`config.mk`:
```
export PLATFORM = sky130hd
export DESIGN_NAME = touch_to_mouse_event_converter_top
export DESIGN_NICKNAME = d
export VERILOG_FILES = /design/src/rtl/core/ttm_pkg.sv /design/src/rtl/core/ttm_front.sv /design/src/rtl/core/ttm_queue.sv /design/src/rtl/core/ttm_back.sv /design/src/rtl/core/touch_to_mouse_event_converter_top.sv
export VERILOG_INCLUDE_DIRS = /design/src /design/src/rtl/core
export SDC_FILE = /design/constraint.sdc
export NUM_CORES = 2
export LEC_CHECK = 0
export BUFFER_PORTS_ARGS = -buffer_cell sky130_fd_sc_hd__buf_4
export CORE_UTILIZATION = 51
export DETAILED_ROUTE_END_ITERATION = 7
export PLACE_DENSITY = 0.79
export SLEW_MARGIN = 10
export SYNTH_ARGS = -nofsm -noshare
export SYNTH_HDL_FRONTEND = slang
export SYNTH_HIERARCHICAL = 1
export SYNTH_SLANG_ARGS = --single-unit
```
`constraint.sdc`:
```
create_clock -name clk -period 27.3 [get_ports clk]
set_clock_uncertainty 0.1 [all_clocks]
set_input_delay 4.095 -clock clk [delete_from_list [all_inputs] [get_ports clk]]
set_output_delay 4.095 -clock clk [all_outputs]
set_load 0.02 [all_outputs]
```
`src/rtl/core/touch_to_mouse_event_converter_top_macros.svh`:
```
// Assertion macros for the touch to mouse event converter.
// Expects clk and rst_n in the scope of each use; empty under SYNTHESIS.
`ifndef TOUCH_TO_MOUSE_EVENT_CONVERTER_TOP_MACROS_SVH
`define TOUCH_TO_MOUSE_EVENT_CONVERTER_TOP_MACROS_SVH

`ifndef SYNTHESIS

`define TTM_ASSERT_SAME(lbl, pre, post) \
  lbl: assert property (@(posedge clk) disable iff (!rst_n) (pre) |-> (post)) \
    else $error("ttm check failed");

`define TTM_ASSERT_NEXT(lbl, pre, post) \
  lbl: assert property (@(posedge clk) disable iff (!rst_n) (pre) |=> (post)) \
    else $error("ttm check failed");

`else

`define TTM_ASSERT_SAME(lbl, pre, post)

`define TTM_ASSERT_NEXT(lbl, pre, post)

`endif

`endif

```
`src/rtl/core/ttm_pkg.sv`:
```
// Shared types, codes and arithmetic helpers of the touch to mouse converter.
// No dependencies.
package ttm_pkg;

  localparam int MAX_OPS        = 5;
  localparam int OP_IDX_W       = $clog2(MAX_OPS);
  localparam int OP_CNT_W       = $clog2(MAX_OPS + 1);
  localparam int TTM_QUEUE_DEPTH = 2;
  localparam int CFG_IDX_W      = 3;
  localparam int CFG_DATA_W     = 16;

  localparam logic [1:0] KIND_DOWN   = 2'd0;
  localparam logic [1:0] KIND_UP     = 2'd1;
  localparam logic [1:0] KIND_UPDATE = 2'd2;

  localparam logic [1:0] EV_NONE = 2'd0;
  localparam logic [1:0] EV_MOVE = 2'd1;
  localparam logic [1:0] EV_DOWN = 2'd2;
  localparam logic [1:0] EV_UP   = 2'd3;

  localparam logic [CFG_IDX_W-1:0] CFG_DELAY_EN   = 3'd0;
  localparam logic [CFG_IDX_W-1:0] CFG_START      = 3'd1;
  localparam logic [CFG_IDX_W-1:0] CFG_DOWN_DELAY = 3'd2;
  localparam logic [CFG_IDX_W-1:0] CFG_UP_DELAY   = 3'd3;
  localparam logic [CFG_IDX_W-1:0] CFG_DTAP       = 3'd4;
  localparam logic [CFG_IDX_W-1:0] CFG_DEAD_ZONE  = 3'd5;
  localparam logic [CFG_IDX_W-1:0] CFG_JITTER     = 3'd6;
  localparam logic [CFG_IDX_W-1:0] CFG_TRIGGER    = 3'd7;

  typedef enum logic [2:0] {
    TK_PREMOVE,
    TK_DOWN,
    TK_UP,
    TK_DTDOWN,
    TK_MOVE
  } time_kind_t;

  typedef struct packed {
    logic [1:0]         ev;
    time_kind_t         tk;
    logic signed [15:0] x;
    logic signed [15:0] y;
  } op_t;

  typedef struct packed {
    logic                handled;
    logic [31:0]         now;
    logic [OP_CNT_W-1:0] nops;
    op_t [MAX_OPS-1:0]   ops;
  } cmd_t;

  typedef struct packed {
    logic        delay_en;
    logic [15:0] start;
    logic [15:0] down;
    logic [15:0] up;
    logic        dtap;
    logic [11:0] dead;
    logic [11:0] jit;
    logic [11:0] trig;
  } cfg_t;

  typedef struct packed {
    logic full;
    logic empty;
  } q_stat_t;

  function automatic op_t mk_op(logic [1:0] ev, time_kind_t tk,
                                logic signed [15:0] x, logic signed [15:0] y);
    op_t o;
    o.ev = ev;
    o.tk = tk;
    o.x  = x;
    o.y  = y;
    return o;
  endfunction

  function automatic logic abs_le(logic signed [15:0] a, logic signed [15:0] b,
                                  logic [11:0] lim);
    logic signed [17:0] d;
    logic [17:0]        mag;
    d   = {{2{a[15]}}, a} - {{2{b[15]}}, b};
    mag = d[17] ? 18'(-d) : 18'(d);
    return mag <= {6'b0, lim};
  endfunction

  function automatic logic signed [15:0] sat_jit(logic signed [15:0] a, logic [11:0] lim,
                                                 logic neg);
    logic signed [17:0] s;
    if (neg) begin
      s = {{2{a[15]}}, a} - $signed({6'b0, lim});
    end else begin
      s = {{2{a[15]}}, a} + $signed({6'b0, lim});
    end
    if (s > 18'sd32767) begin
      return 16'sh7FFF;
    end else if (s < -18'sd32768) begin
      return 16'sh8000;
    end
    return s[15:0];
  endfunction

  function automatic logic [31:0] tadd(logic [31:0] a, logic [15:0] b);
    logic [32:0] s;
    s = {1'b0, a} + {17'b0, b};
    return s[32] ? 32'hFFFF_FFFF : s[31:0];
  endfunction

  function automatic logic [31:0] tmax(logic [31:0] a, logic [31:0] b);
    return (a > b) ? a : b;
  endfunction

endpackage

```
`src/rtl/core/ttm_front.sv`:
```
// Front end: classifies touch requests, keeps pointer and down-point state,
// and builds one command of up to five mouse operations. Uses ttm_pkg.
module ttm_front
  import ttm_pkg::*;
(
  input  logic               clk,
  input  logic               rst_n,
  input  cfg_t               cfg,
  input  logic               in_valid,
  input  logic               in_stall,
  input  logic [1:0]         in_kind,
  input  logic [31:0]        in_pointer_tag,
  input  logic               in_is_mouse,
  input  logic signed [15:0] in_touch_x,
  input  logic signed [15:0] in_touch_y,
  input  logic signed [15:0] in_cursor_x,
  input  logic signed [15:0] in_cursor_y,
  input  logic [31:0]        in_now_ms,
  output logic               push,
  output cmd_t               cmd
);

  logic [31:0] active_r, active_nxt;
  logic        down_r, down_nxt;
  logic        drag_r, drag_nxt;
  logic        pending_r, pending_nxt;
  logic        jpos_r, jpos_nxt;
  logic [31:0] raw_xy_r, raw_xy_nxt;
  logic [31:0] jit_xy_r, jit_xy_nxt;

  logic               ignored, path_down, path_up, path_upd;
  logic signed [15:0] jx, jy, rx, ry, jpx, jpy;
  logic               near_jit, trig_new, trig_old, dead_in;

  assign push = in_valid && !in_stall;

  assign jx = jit_xy_r[15:0];
  assign jy = jit_xy_r[31:16];
  assign rx = raw_xy_r[15:0];
  assign ry = raw_xy_r[31:16];

  assign ignored   = in_is_mouse || (in_kind != KIND_DOWN && active_r != in_pointer_tag);
  assign path_down = !ignored && in_kind == KIND_DOWN && !down_r;
  assign path_up   = !ignored && in_kind == KIND_UP && down_r;
  assign path_upd  = !ignored && in_kind == KIND_UPDATE && down_r;

  assign near_jit = abs_le(in_touch_x, jx, cfg.jit) && abs_le(in_touch_y, jy, cfg.jit);
  assign jpx = near_jit ? sat_jit(in_touch_x, cfg.jit, !jpos_r) : in_touch_x;
  assign jpy = near_jit ? sat_jit(in_touch_y, cfg.jit, !jpos_r) : in_touch_y;
  assign trig_new = !(abs_le(in_cursor_x, jpx, cfg.trig) && abs_le(in_cursor_y, jpy, cfg.trig));
  assign trig_old = !(abs_le(in_cursor_x, jx, cfg.trig) && abs_le(in_cursor_y, jy, cfg.trig));
  assign dead_in  = abs_le(rx, in_touch_x, cfg.dead) && abs_le(ry, in_touch_y, cfg.dead);

  always_comb begin
    logic [OP_CNT_W-1:0] n;
    n           = '0;
    cmd         = '0;
    active_nxt  = active_r;
    down_nxt    = down_r;
    drag_nxt    = drag_r;
    pending_nxt = pending_r;
    jpos_nxt    = jpos_r;
    raw_xy_nxt  = raw_xy_r;
    jit_xy_nxt  = jit_xy_r;
    cmd.handled = path_down || path_up || path_upd;
    cmd.now     = in_now_ms;
    if (path_down) begin
      raw_xy_nxt = {in_touch_y, in_touch_x};
      if (near_jit) begin
        jpos_nxt = !jpos_r;
      end
      jit_xy_nxt = {jpy, jpx};
      if (cfg.delay_en) begin
        pending_nxt = 1'b1;
      end else begin
        if (trig_new) begin
          cmd.ops[n[OP_IDX_W-1:0]] = mk_op(EV_MOVE, TK_PREMOVE, jpx, jpy);
          n = n + 1'b1;
        end
        cmd.ops[n[OP_IDX_W-1:0]] = mk_op(EV_DOWN, TK_DOWN, jpx, jpy);
        n = n + 1'b1;
      end
      active_nxt = in_pointer_tag;
      down_nxt   = 1'b1;
    end
    if (path_up) begin
      if (pending_r) begin
        if (trig_old) begin
          cmd.ops[n[OP_IDX_W-1:0]] = mk_op(EV_MOVE, TK_PREMOVE, jx, jy);
          n = n + 1'b1;
        end
        cmd.ops[n[OP_IDX_W-1:0]] = mk_op(EV_DOWN, TK_DOWN, jx, jy);
        n = n + 1'b1;
      end
      active_nxt  = '0;
      down_nxt    = 1'b0;
      drag_nxt    = 1'b0;
      pending_nxt = 1'b0;
      if (dead_in) begin
        cmd.ops[n[OP_IDX_W-1:0]] = mk_op(EV_UP, TK_UP, rx, ry);
      end else begin
        cmd.ops[n[OP_IDX_W-1:0]] = mk_op(EV_UP, TK_UP, in_touch_x, in_touch_y);
      end
      n = n + 1'b1;
    end
    if (path_upd) begin
      if (drag_r) begin
        cmd.ops[n[OP_IDX_W-1:0]] = mk_op(EV_MOVE, TK_MOVE, in_touch_x, in_touch_y);
        n = n + 1'b1;
      end else if (!dead_in) begin
        if (pending_r) begin
          if (trig_old) begin
            cmd.ops[n[OP_IDX_W-1:0]] = mk_op(EV_MOVE, TK_PREMOVE, jx, jy);
            n = n + 1'b1;
          end
          cmd.ops[n[OP_IDX_W-1:0]] = mk_op(EV_DOWN, TK_DOWN, jx, jy);
          n = n + 1'b1;
          pending_nxt = 1'b0;
        end
        drag_nxt = 1'b1;
        if (cfg.dtap) begin
          cmd.ops[n[OP_IDX_W-1:0]] = mk_op(EV_UP, TK_UP, jx, jy);
          n = n + 1'b1;
          cmd.ops[n[OP_IDX_W-1:0]] = mk_op(EV_DOWN, TK_DTDOWN, jx, jy);
          n = n + 1'b1;
        end
        cmd.ops[n[OP_IDX_W-1:0]] = mk_op(EV_MOVE, TK_MOVE, in_touch_x, in_touch_y);
        n = n + 1'b1;
      end
    end
    cmd.nops = n;
  end

  always_ff @(posedge clk) begin
    if (!rst_n) begin
      active_r  <= '0;
      down_r    <= 1'b0;
      drag_r    <= 1'b0;
      pending_r <= 1'b0;
      jpos_r    <= 1'b1;
      raw_xy_r  <= '0;
      jit_xy_r  <= '0;
    end else if (push) begin
      active_r  <= active_nxt;
      down_r    <= down_nxt;
      drag_r    <= drag_nxt;
      pending_r <= pending_nxt;
      jpos_r    <= jpos_nxt;
      raw_xy_r  <= raw_xy_nxt;
      jit_xy_r  <= jit_xy_nxt;
    end
  end

endmodule

```
`src/rtl/core/ttm_queue.sv`:
```
// Command queue between front and back end of the converter.
// Register-based FIFO of cmd_t entries; uses ttm_pkg.
module ttm_queue
  import ttm_pkg::*;
#(
  parameter int DEPTH = TTM_QUEUE_DEPTH
) (
  input  logic    clk,
  input  logic    rst_n,
  input  logic    push,
  input  cmd_t    wr_cmd,
  input  logic    pop,
  output cmd_t    head,
  output q_stat_t stat
);

  localparam int PTR_W = (DEPTH > 1) ? $clog2(DEPTH) : 1;
  localparam int CNT_W = $clog2(DEPTH + 1);

  cmd_t             ent_r [DEPTH];
  logic [PTR_W-1:0] wr_ptr_r, wr_ptr_nxt;
  logic [PTR_W-1:0] rd_ptr_r, rd_ptr_nxt;
  logic [CNT_W-1:0] count_r, count_nxt;

  assign stat.full  = count_r == CNT_W'(DEPTH);
  assign stat.empty = count_r == '0;
  assign head       = ent_r[rd_ptr_r];

  always_comb begin
    wr_ptr_nxt = wr_ptr_r;
    rd_ptr_nxt = rd_ptr_r;
    count_nxt  = count_r;
    if (push) begin
      wr_ptr_nxt = (wr_ptr_r == PTR_W'(DEPTH - 1)) ? '0 : wr_ptr_r + 1'b1;
    end
    if (pop) begin
      rd_ptr_nxt = (rd_ptr_r == PTR_W'(DEPTH - 1)) ? '0 : rd_ptr_r + 1'b1;
    end
    if (push && !pop) begin
      count_nxt = count_r + 1'b1;
    end else if (pop && !push) begin
      count_nxt = count_r - 1'b1;
    end
  end

  always_ff @(posedge clk) begin
    if (!rst_n) begin
      wr_ptr_r <= '0;
      rd_ptr_r <= '0;
      count_r  <= '0;
    end else begin
      wr_ptr_r <= wr_ptr_nxt;
      rd_ptr_r <= rd_ptr_nxt;
      count_r  <= count_nxt;
    end
  end

  always_ff @(posedge clk) begin
    if (push) begin
      ent_r[wr_ptr_r] <= wr_cmd;
    end
  end

endmodule

```
`src/rtl/core/ttm_back.sv`:
```
// Back end: walks the head command one operation per unstalled cycle, schedules event
// times against the stored event history and drives the result register. Uses ttm_pkg.
module ttm_back
  import ttm_pkg::*;
(
  input  logic               clk,
  input  logic               rst_n,
  input  cfg_t               cfg,
  input  cmd_t               head,
  input  q_stat_t            stat,
  output logic               pop,
  output logic               out_valid,
  input  logic               out_stall,
  output logic               out_handled,
  output logic [1:0]         out_mouse_event,
  output logic signed [15:0] out_mouse_x,
  output logic signed [15:0] out_mouse_y,
  output logic [31:0]        out_fire_time_ms,
  output logic               out_last
);

  logic [OP_IDX_W-1:0] idx_r, idx_nxt;
  logic [31:0]         let_r, ldt_r, lut_r;
  logic                valid_r;
  logic                handled_r, last_r;
  logic [1:0]          ev_r;
  logic signed [15:0]  x_r, y_r;
  logic [31:0]         time_r;

  logic        advance, go, none_c, last_c;
  op_t         op;
  logic [31:0] now_let, t_c;

  assign advance = !valid_r || !out_stall;
  assign go      = advance && !stat.empty;
  assign op      = head.ops[idx_r];
  assign none_c  = head.nops == '0;
  assign last_c  = none_c || ((OP_CNT_W'(idx_r) + 1'b1) == head.nops);
  assign pop     = go && last_c;
  assign idx_nxt = last_c ? '0 : idx_r + 1'b1;
  assign now_let = tmax(head.now, let_r);

  always_comb begin
    case (op.tk)
      TK_PREMOVE: t_c = tmax(tadd(head.now, cfg.start), tadd(let_r, cfg.start));
      TK_DOWN:    t_c = tmax(tmax(tadd(head.now, cfg.down), tadd(let_r, cfg.down)),
                             tadd(lut_r, cfg.down));
      TK_UP:      t_c = tmax(now_let, tadd(ldt_r, cfg.up));
      TK_DTDOWN:  t_c = tmax(now_let, tadd(lut_r, cfg.down));
      TK_MOVE:    t_c = tmax(now_let, ldt_r);
      default:    t_c = now_let;
    endcase
  end

  always_ff @(posedge clk) begin
    if (!rst_n) begin
      idx_r   <= '0;
      let_r   <= '0;
      ldt_r   <= '0;
      lut_r   <= '0;
      valid_r <= 1'b0;
    end else if (go) begin
      idx_r   <= idx_nxt;
      valid_r <= 1'b1;
      if (!none_c) begin
        let_r <= t_c;
        if (op.tk inside {TK_DOWN, TK_DTDOWN}) begin
          ldt_r <= t_c;
        end
        if (op.tk == TK_UP) begin
          lut_r <= t_c;
        end
      end
    end else if (advance) begin
      valid_r <= 1'b0;
    end
  end

  always_ff @(posedge clk) begin
    if (go) begin
      handled_r <= head.handled;
      last_r    <= last_c;
      ev_r      <= none_c ? EV_NONE : op.ev;
      x_r       <= none_c ? 16'sd0 : op.x;
      y_r       <= none_c ? 16'sd0 : op.y;
      time_r    <= none_c ? 32'd0 : t_c;
    end
  end

  assign out_valid        = valid_r;
  assign out_handled      = handled_r;
  assign out_mouse_event  = ev_r;
  assign out_mouse_x      = x_r;
  assign out_mouse_y      = y_r;
  assign out_fire_time_ms = time_r;
  assign out_last         = last_r;

endmodule

```
`src/rtl/core/touch_to_mouse_event_converter_top.sv`:
```
// Top level of the touch to mouse event converter: config registers, front end,
// command queue and back end. Uses ttm_pkg and the assertion macro header.
//
// Usage:
//   Input channel (in_*): one touch request per accepted valid/!stall edge.
//   Output channel (out_*): one mouse event per accepted edge; an input gives
//   one to five results, the final one flagged by out_last. An input that makes
//   no mouse event gives a single result with mouse_event none.
//   Config channel (cfg_*): cfg_ready is always high; write only while idle.
// Timing:
//   The front end takes one request per cycle while the two-entry command
//   queue has room. The back end issues one result per cycle while out_stall
//   is low and keeps a request until all of its results (1 to 5) are issued.
//   The first result is registered after the request is written to the queue.
// Reset: clears pointer state, event time history and the queue; config
//   registers return to their defaults (jitter 1, move trigger 5).
// Stall: the result register holds while out_stall is high; the queue fills
//   and then in_stall rises.
`include "touch_to_mouse_event_converter_top_macros.svh"

module touch_to_mouse_event_converter_top
  import ttm_pkg::*;
#(
  parameter int QUEUE_DEPTH = TTM_QUEUE_DEPTH
) (
  input  logic                  clk,
  input  logic                  rst_n,
  input  logic                  in_valid,
  output logic                  in_stall,
  input  logic [1:0]            in_kind,
  input  logic [31:0]           in_pointer_tag,
  input  logic                  in_is_mouse,
  input  logic signed [15:0]    in_touch_x,
  input  logic signed [15:0]    in_touch_y,
  input  logic signed [15:0]    in_cursor_x,
  input  logic signed [15:0]    in_cursor_y,
  input  logic [31:0]           in_now_ms,
  output logic                  out_valid,
  input  logic                  out_stall,
  output logic                  out_handled,
  output logic [1:0]            out_mouse_event,
  output logic signed [15:0]    out_mouse_x,
  output logic signed [15:0]    out_mouse_y,
  output logic [31:0]           out_fire_time_ms,
  output logic                  out_last,
  input  logic                  cfg_valid,
  output logic                  cfg_ready,
  input  logic [CFG_IDX_W-1:0]  cfg_index,
  input  logic [CFG_DATA_W-1:0] cfg_data
);

  cfg_t    cfg_r;
  cmd_t    front_cmd, q_head;
  logic    push, pop;
  q_stat_t q_stat;

  assign cfg_ready = 1'b1;
  assign in_stall  = q_stat.full;

  always_ff @(posedge clk) begin
    if (!rst_n) begin
      cfg_r <= '{delay_en: 1'b0, start: 16'd0, down: 16'd0, up: 16'd0, dtap: 1'b0,
                 dead: 12'd0, jit: 12'd1, trig: 12'd5};
    end else if (cfg_valid && cfg_ready) begin
      case (cfg_index)
        CFG_DELAY_EN:   cfg_r.delay_en <= cfg_data[0];
        CFG_START:      cfg_r.start    <= cfg_data;
        CFG_DOWN_DELAY: cfg_r.down     <= cfg_data;
        CFG_UP_DELAY:   cfg_r.up       <= cfg_data;
        CFG_DTAP:       cfg_r.dtap     <= cfg_data[0];
        CFG_DEAD_ZONE:  cfg_r.dead     <= cfg_data[11:0];
        CFG_JITTER:     cfg_r.jit      <= cfg_data[11:0];
        CFG_TRIGGER:    cfg_r.trig     <= cfg_data[11:0];
        default: ;
      endcase
    end
  end

  ttm_front u_front (
    .clk            (clk),
    .rst_n          (rst_n),
    .cfg            (cfg_r),
    .in_valid       (in_valid),
    .in_stall       (in_stall),
    .in_kind        (in_kind),
    .in_pointer_tag (in_pointer_tag),
    .in_is_mouse    (in_is_mouse),
    .in_touch_x     (in_touch_x),
    .in_touch_y     (in_touch_y),
    .in_cursor_x    (in_cursor_x),
    .in_cursor_y    (in_cursor_y),
    .in_now_ms      (in_now_ms),
    .push           (push),
    .cmd            (front_cmd)
  );

  ttm_queue #(
    .DEPTH (QUEUE_DEPTH)
  ) u_queue (
    .clk    (clk),
    .rst_n  (rst_n),
    .push   (push),
    .wr_cmd (front_cmd),
    .pop    (pop),
    .head   (q_head),
    .stat   (q_stat)
  );

  ttm_back u_back (
    .clk              (clk),
    .rst_n            (rst_n),
    .cfg              (cfg_r),
    .head             (q_head),
    .stat             (q_stat),
    .pop              (pop),
    .out_valid        (out_valid),
    .out_stall        (out_stall),
    .out_handled      (out_handled),
    .out_mouse_event  (out_mouse_event),
    .out_mouse_x      (out_mouse_x),
    .out_mouse_y      (out_mouse_y),
    .out_fire_time_ms (out_fire_time_ms),
    .out_last         (out_last)
  );

  `TTM_ASSERT_SAME(a_none_is_last, out_valid && out_mouse_event == EV_NONE, out_last)
  `TTM_ASSERT_SAME(a_unhandled_none, out_valid && !out_handled, out_mouse_event == EV_NONE)
  `TTM_ASSERT_SAME(a_queue_flags, 1'b1, !(q_stat.full && q_stat.empty))
  `TTM_ASSERT_NEXT(a_push_fills, in_valid && !in_stall, !q_stat.empty)

endmodule

```
# [Yosys cells after proc, flatten, opt, wreduce, memory -nomap -nowiden]
# Memories as Yosys holds them, arrays and structs flattened. A register that Yosys moved wholly into a read port is not among the register bits.
# Cells that the tools add are included.
[op_classes] add_sub_neg=40 magnitude_cmp=38 n_eq_ne=16 mux=148 bitwise_logic=1 reduce_logical=63
[op_table] cell="185-bit two-way mux" count=25
[op_table] cell="185-bit bitwise mux" count=11
[op_table] cell="37-bit demux with 3-bit select" count=9
[op_table] cell="32-bit two-way mux" count=15
[op_table] cell="37-bit two-way mux" count=12
[op_table] cell="32-bit greater-than comparator" count=7
[op_table] cell="32-bit by 16-bit adder with 33-bit output" count=6
[op_table] cell="18-bit two-way mux" count=10
[op_table] cell="32-bit case mux with 5 select lines" count=1
[op_table] cell="18-bit by 12-bit <= comparator with 1-bit output" count=8
[op_table] cell="18-bit negation" count=8
[op_table] cell="16-bit by 16-bit subtractor with 17-bit output" count=8
[op_table] cell="16-bit two-way mux" count=8
[op_table] cell="37-bit binary-select mux with 3-bit select" count=1
[op_table] cell="3-bit two-way mux" count=27
[op_table] cell="3-bit by 4-bit < comparator with 1-bit output, second input constant" count=10
[op_table] cell="18-bit by 16-bit greater-than comparator with 1-bit output, second input constant" count=2
[op_table] cell="18-bit by 16-bit < comparator with 1-bit output, second input constant" count=2
[op_table] cell="36-bit two-way mux" count=1
[op_table] cell="16-bit by 13-bit adder with 17-bit output" count=2
[op_table] cell="16-bit by 13-bit subtractor with 17-bit output" count=2
[op_table] cell="32-bit inequality test" count=1
[op_table] cell="3-bit by 1-bit adder with 3-bit output, second input constant" count=10
[op_table] cell="3-bit by 1-bit >= comparator with 1-bit output, second input constant" count=9
[op_table] cell="20 further kinds" count=111
[word_totals] ff_bits=358 ramBits=442 input_bits=155 output_inout_bits=71 elab_cells=336 mem_count=1
[mem_list] name="u_queue.ent_r" words=2 width=221 rd=1 rd_clocked_by_memory_dff=1 wr=1 line="ttm_queue.sv:20" text="cmd_t ent_r [DEPTH];"

# [Logic depth before layout (Yosys ltp)]
[logic_depth] ltp_word=53 ltp_mapped=80 ltp_nobuf=72

# [Hierarchy]
# The synthesis kept the hierarchy.
[modules_own_cells] mod="ttm_front" instances=1 cells_each=3505 area_each_um2=24702.4 seq_area_each_um2=2001.9
[modules_own_cells] mod="ttm_back" instances=1 cells_each=2893 area_each_um2=22197.5 seq_area_each_um2=4043.9
[modules_own_cells] mod="ttm_queue" instances=1 cells_each=710 area_each_um2=17050.1 seq_area_each_um2=13372.8
[modules_own_cells] mod="touch_to_mouse_event_converter_top" instances=1 cells_each=307 area_each_um2=3214.3 seq_area_each_um2=1721.7

# [Worst setup path after synthesis]
# OpenSTA, ideal clock, no wires.
[synth_timing] path_kind="input -> register" start="in in_touch_y[0]" end="mem u_queue/ent_r[0][128] in the netlist's numbering (data pin)" setup_time_ns=0.197 arrival_time_ns=18.596 required_ns=27.003 setup_slack_ns=8.407 cell_stages=76 n_path_buf=6 cell_sequence="inv_1 > ha_1 > fa_1 > nand2b_1 > a21boi_0 > o21ai_0 > a21oi_1 > o21ai_0 > a21oi_1 > a21o_1 > a21o_1 > a221oi_1 > nand2_1 > xnor2_1 > ha_1 > a21o_1 > a21o_1 > a21oi_1 > [40 not listed] > ha_1 > nand2_1 > o21ai_0 > ha_1 > nand2b_1 > o21ai_4 > inv_2 > ha_1 > clkbuf_1 > xor2_1 > nand2_1 > and3_1 > buf_2 > nor4_4 > or3_4 > nand2_2 > buf_6 > a221oi_1"
[synth_rtl] element="start: declaration" line="touch_to_mouse_event_converter_top.sv:34" text="input logic signed [15:0] in_touch_y,"
[synth_rtl] element="end: declaration" line="ttm_queue.sv:20"

==> flow_summary.toml <==
[outcome]
status = "complete, but fails checks"
violations = "DRC"

[synthesis]
synth_seq_area_share_pct = 31.5
ys_warn_count = 6
synth_cell_types = 125
synth_common_cells = "684 x nand2_1, 633 x a21oi_1, 598 x ha_1, 564 x nor2_1, 510 x edfxtp_1"
synth_edf_count = 510
syn_area_sq_mm = 0.0672
synthFlopType = "edfxtp_1"
synth_largest_area_cell = "edfxtp_1"
syn_inst = 7415
synth.most_common_cell = "nand2_1"
ys_ff_latch = 801
ys_top_cells_by_area = "edfxtp_1 23%, ha_1 11%, dfxtp_1 8.7%"
synth_top_area_share_pct = 22.8
async_reset_ff_share_pct = 0
synth_fp_nets = 8184
synth.avg_cell_area_sq_um = 9.06

[clock_network]
clockBufferDepth = 3
cts_hold_buf = 0
cts_setup_buffers = 0
cts_tree = "done"
clk_latency_ns = 0.76
ctsResizeCount = 0
ctsRootBufferMaster = "clkbuf_16"
cts_made_buffers = 91
h-tree-depth = 3
cts.sinks = 801
clk_pin_slew_ns = 0.06

[setup_path]
cp_common_cell = "ha_1"
timing.critical_path.buf_inv = 6
crit_arrival_ns = 23.09
critical_path.max_fanout = 63
slowest_delay_ns = 1.02
crit_slowest_cell = "nand2b_1"
end_kind = "register"
path_class = "in -> reg"
setup.worst_path.start_class = "primary input"
crit_family = "compound AO/OA/AOI/OAI gates"
cp.required_ns = 27.79

[final_layout]
drive_gt1_share_pct = 12.7
seqCellArea_sq_mm = 0.0211
nFillCells = 11500
multi_input_area_sq_mm = 0.0429
nNetsFinal = 8185
area_delta_synth_final_pct = 9.15

[global_route]
grt_antenna_before_repair = 16
grt_max_degree = 148
grt_use_total_pct = 40.5
grt_pass1_vias = 59700
grt_first_pass_wirelength_mm = 397
grt_remaining_overflow = 0

[pwr]
p_leak_nw = 29.0
p_int_mw = 3.77
seq_power_share_pct = 24.1
p_sw_share_pct = 47.2
powerDensity_mw_per_mm2 = 97.2
vdd_drop_max_mv = 0.0750
pwr-share-clk_pct = 19.1
p_sw_mw = 3.36
p_comb_share_pct = 56.9

[placed_design]
port_buffers = 224
gp_congestion = 1.04
dp.final_hpwl_mm = 205

[timing]
tightest_slew_ns = 1.45
relSlewSlack_pct = 3.34
period_minus_slack_ns = 22.60
tns_ns = 0
rsz0062_at_grt = "no"
finalCritPeriodShare_pct = 82.8
maxSlewViolCount = 0
hold_viol = 0
setup_violations = 0
hold_ws_ns = 0.359
fmax_ghz = 0.0443

[route]
drt_iter0_drc = 8017
drtPass1Iterations = 8
wl_per_cell_um = 30.0
detail-route-antenna-nets = 0
num_vias = 62900
via_per_inst = 6.81
wl_mm = 278
drc = 1

[die]
die_area_sq_mm = 0.133
num_rows = 132
initial_core_util_pct = 51.6
die_y_um = 365
fp.dieW_um = 365
ios = 226
core_sq_mm = 0.130

[min_path]
min_path_type = "reg -> reg"

[run]
drv_cap = 0
## area by class of cell
type                    count  area share, %
diodes                      6         0.0205
clock buffers             114           3.39
clock inverters            58           1.15
inverters                 330           1.69
multi-input cells        5863           58.5
flip-flops and latches    801           28.8
well taps                1742           2.97
repair buffers            329           3.41
## worst reg2reg max path, delay by kind of cell (launching register included)
kind / cells / cell delay [ns]
compound gates: 36 / 9.21
simple gates: 14 / 3.44
fa+ha+maj: 9 / 3.11
buf+inv: 5 / 2.37
flops: 1 / 0.63
xor+xnor: 3 / 0.58
mux: 1 / 0.32
## cell usage in the layout, fill, tap and decap left out, drive strengths merged, types with 78 or more instances in the layout
master    n
a211oi  102
a21o    124
a21oi   645
a22oi   109
buf     329
clkbuf  114
dfxtp   291
edfxtp  510
ha      598
inv     330
mux2    259
mux2i   143
nand2   685
nand2b   78
nand3   158
nand4   115
nor2    566
nor2b    99
nor3    135
o21ai   457
xnor2   228
xor2    109
## power by group through the flow
stage	registers, mW	logic, mW	clock network [mW]
3_3_place_gp	1.72	3.86	0
2_1_floorplan	1.74	2.52	0
5_1_grt	1.73	4.28	1.41
6_report	1.72	4.05	1.36
4_1_cts	1.71	3.92	1.37
3_5_place_dp	1.73	3.90	0
## metrics by stage
stage | setup slack, ns | power, mW | util [%] | cells | instance area (sq um)
CTS | 5.41 | 7.00 | 56.3 | 9237 | 73300
floorplan | 8.41 | 4.26 | - | 7415 | 67200
finish | 4.70 | 7.13 | 56.3 | 9243 | 73300
detailed placement | 4.62 | 5.63 | 53.8 | 9065 | 70000
global route | 3.92 | 7.42 | 56.3 | 9238 | 73300
global placement | 4.86 | 5.58 | 53.8 | 9065 | 70000
## worst paths after layout
path | slack (ns) | start | to | cells after the start
setup / recovery | 4.70 | in_touch_y[1] | u_queue/ent_r[0][149]$_DFFE_PP_ | 69
hold / removal | 0.36 | cfg_r[30]$_SDFFE_PN0P_ | cfg_r[30]$_SDFFE_PN0P_ | 2
setup reg to reg | 7.39 | u_front/jit_xy_r[18]$_SDFFE_PN0P_ | u_queue/ent_r[0][149]$_DFFE_PP_ | 68
hold reg to reg | 0.36 | cfg_r[30]$_SDFFE_PN0P_ | cfg_r[30]$_SDFFE_PN0P_ | 2
## registers in the layout (all words and copies together), names as in the netlist, 2 cells and up, named ones only
name / flops
u_queue/ent_r: 442
cfg_r: 86
u_back/ldt_r: 32
u_back/let_r: 32
u_back/lut_r: 32
u_back/out_fire_time_ms: 32
u_front/active_r: 32
u_front/jit_xy_r: 32
u_front/raw_xy_r: 32
u_back/out_mouse_x: 16
u_back/out_mouse_y: 16
u_back/idx_r: 3
u_back/out_mouse_event: 2
u_queue/count_r: 2
## layer usage
| metal | global-route usage [%] | vias up | wire, um |
|---|---|---|---|
| met5 | 0 | - | 92 |
| met3 | 9.89 | 1207 | 28700 |
| li1 | - | 27900 | - |
| met4 | 34.6 | 18 | 28200 |
| met2 | 63.6 | 4252 | 123000 |
| met1 | 46.3 | 29600 | 97700 |
## kinds of logic after synthesis
group | count (synthesis) | synth area share [%]
AO/OA/AOI/OAI | 2264 | 22.7
flip-flops | 801 | 31.5
multiplexers | 437 | 8.73
XOR/XNOR | 337 | 4.41
AND/OR/NAND/NOR | 2181 | 15.6
other | 1 | 0.00558
adder cells (fa/ha/maj) | 643 | 12.0
buffers and inverters | 751 | 5.02
No activity file was read; power rests on OpenSTA's default activity.
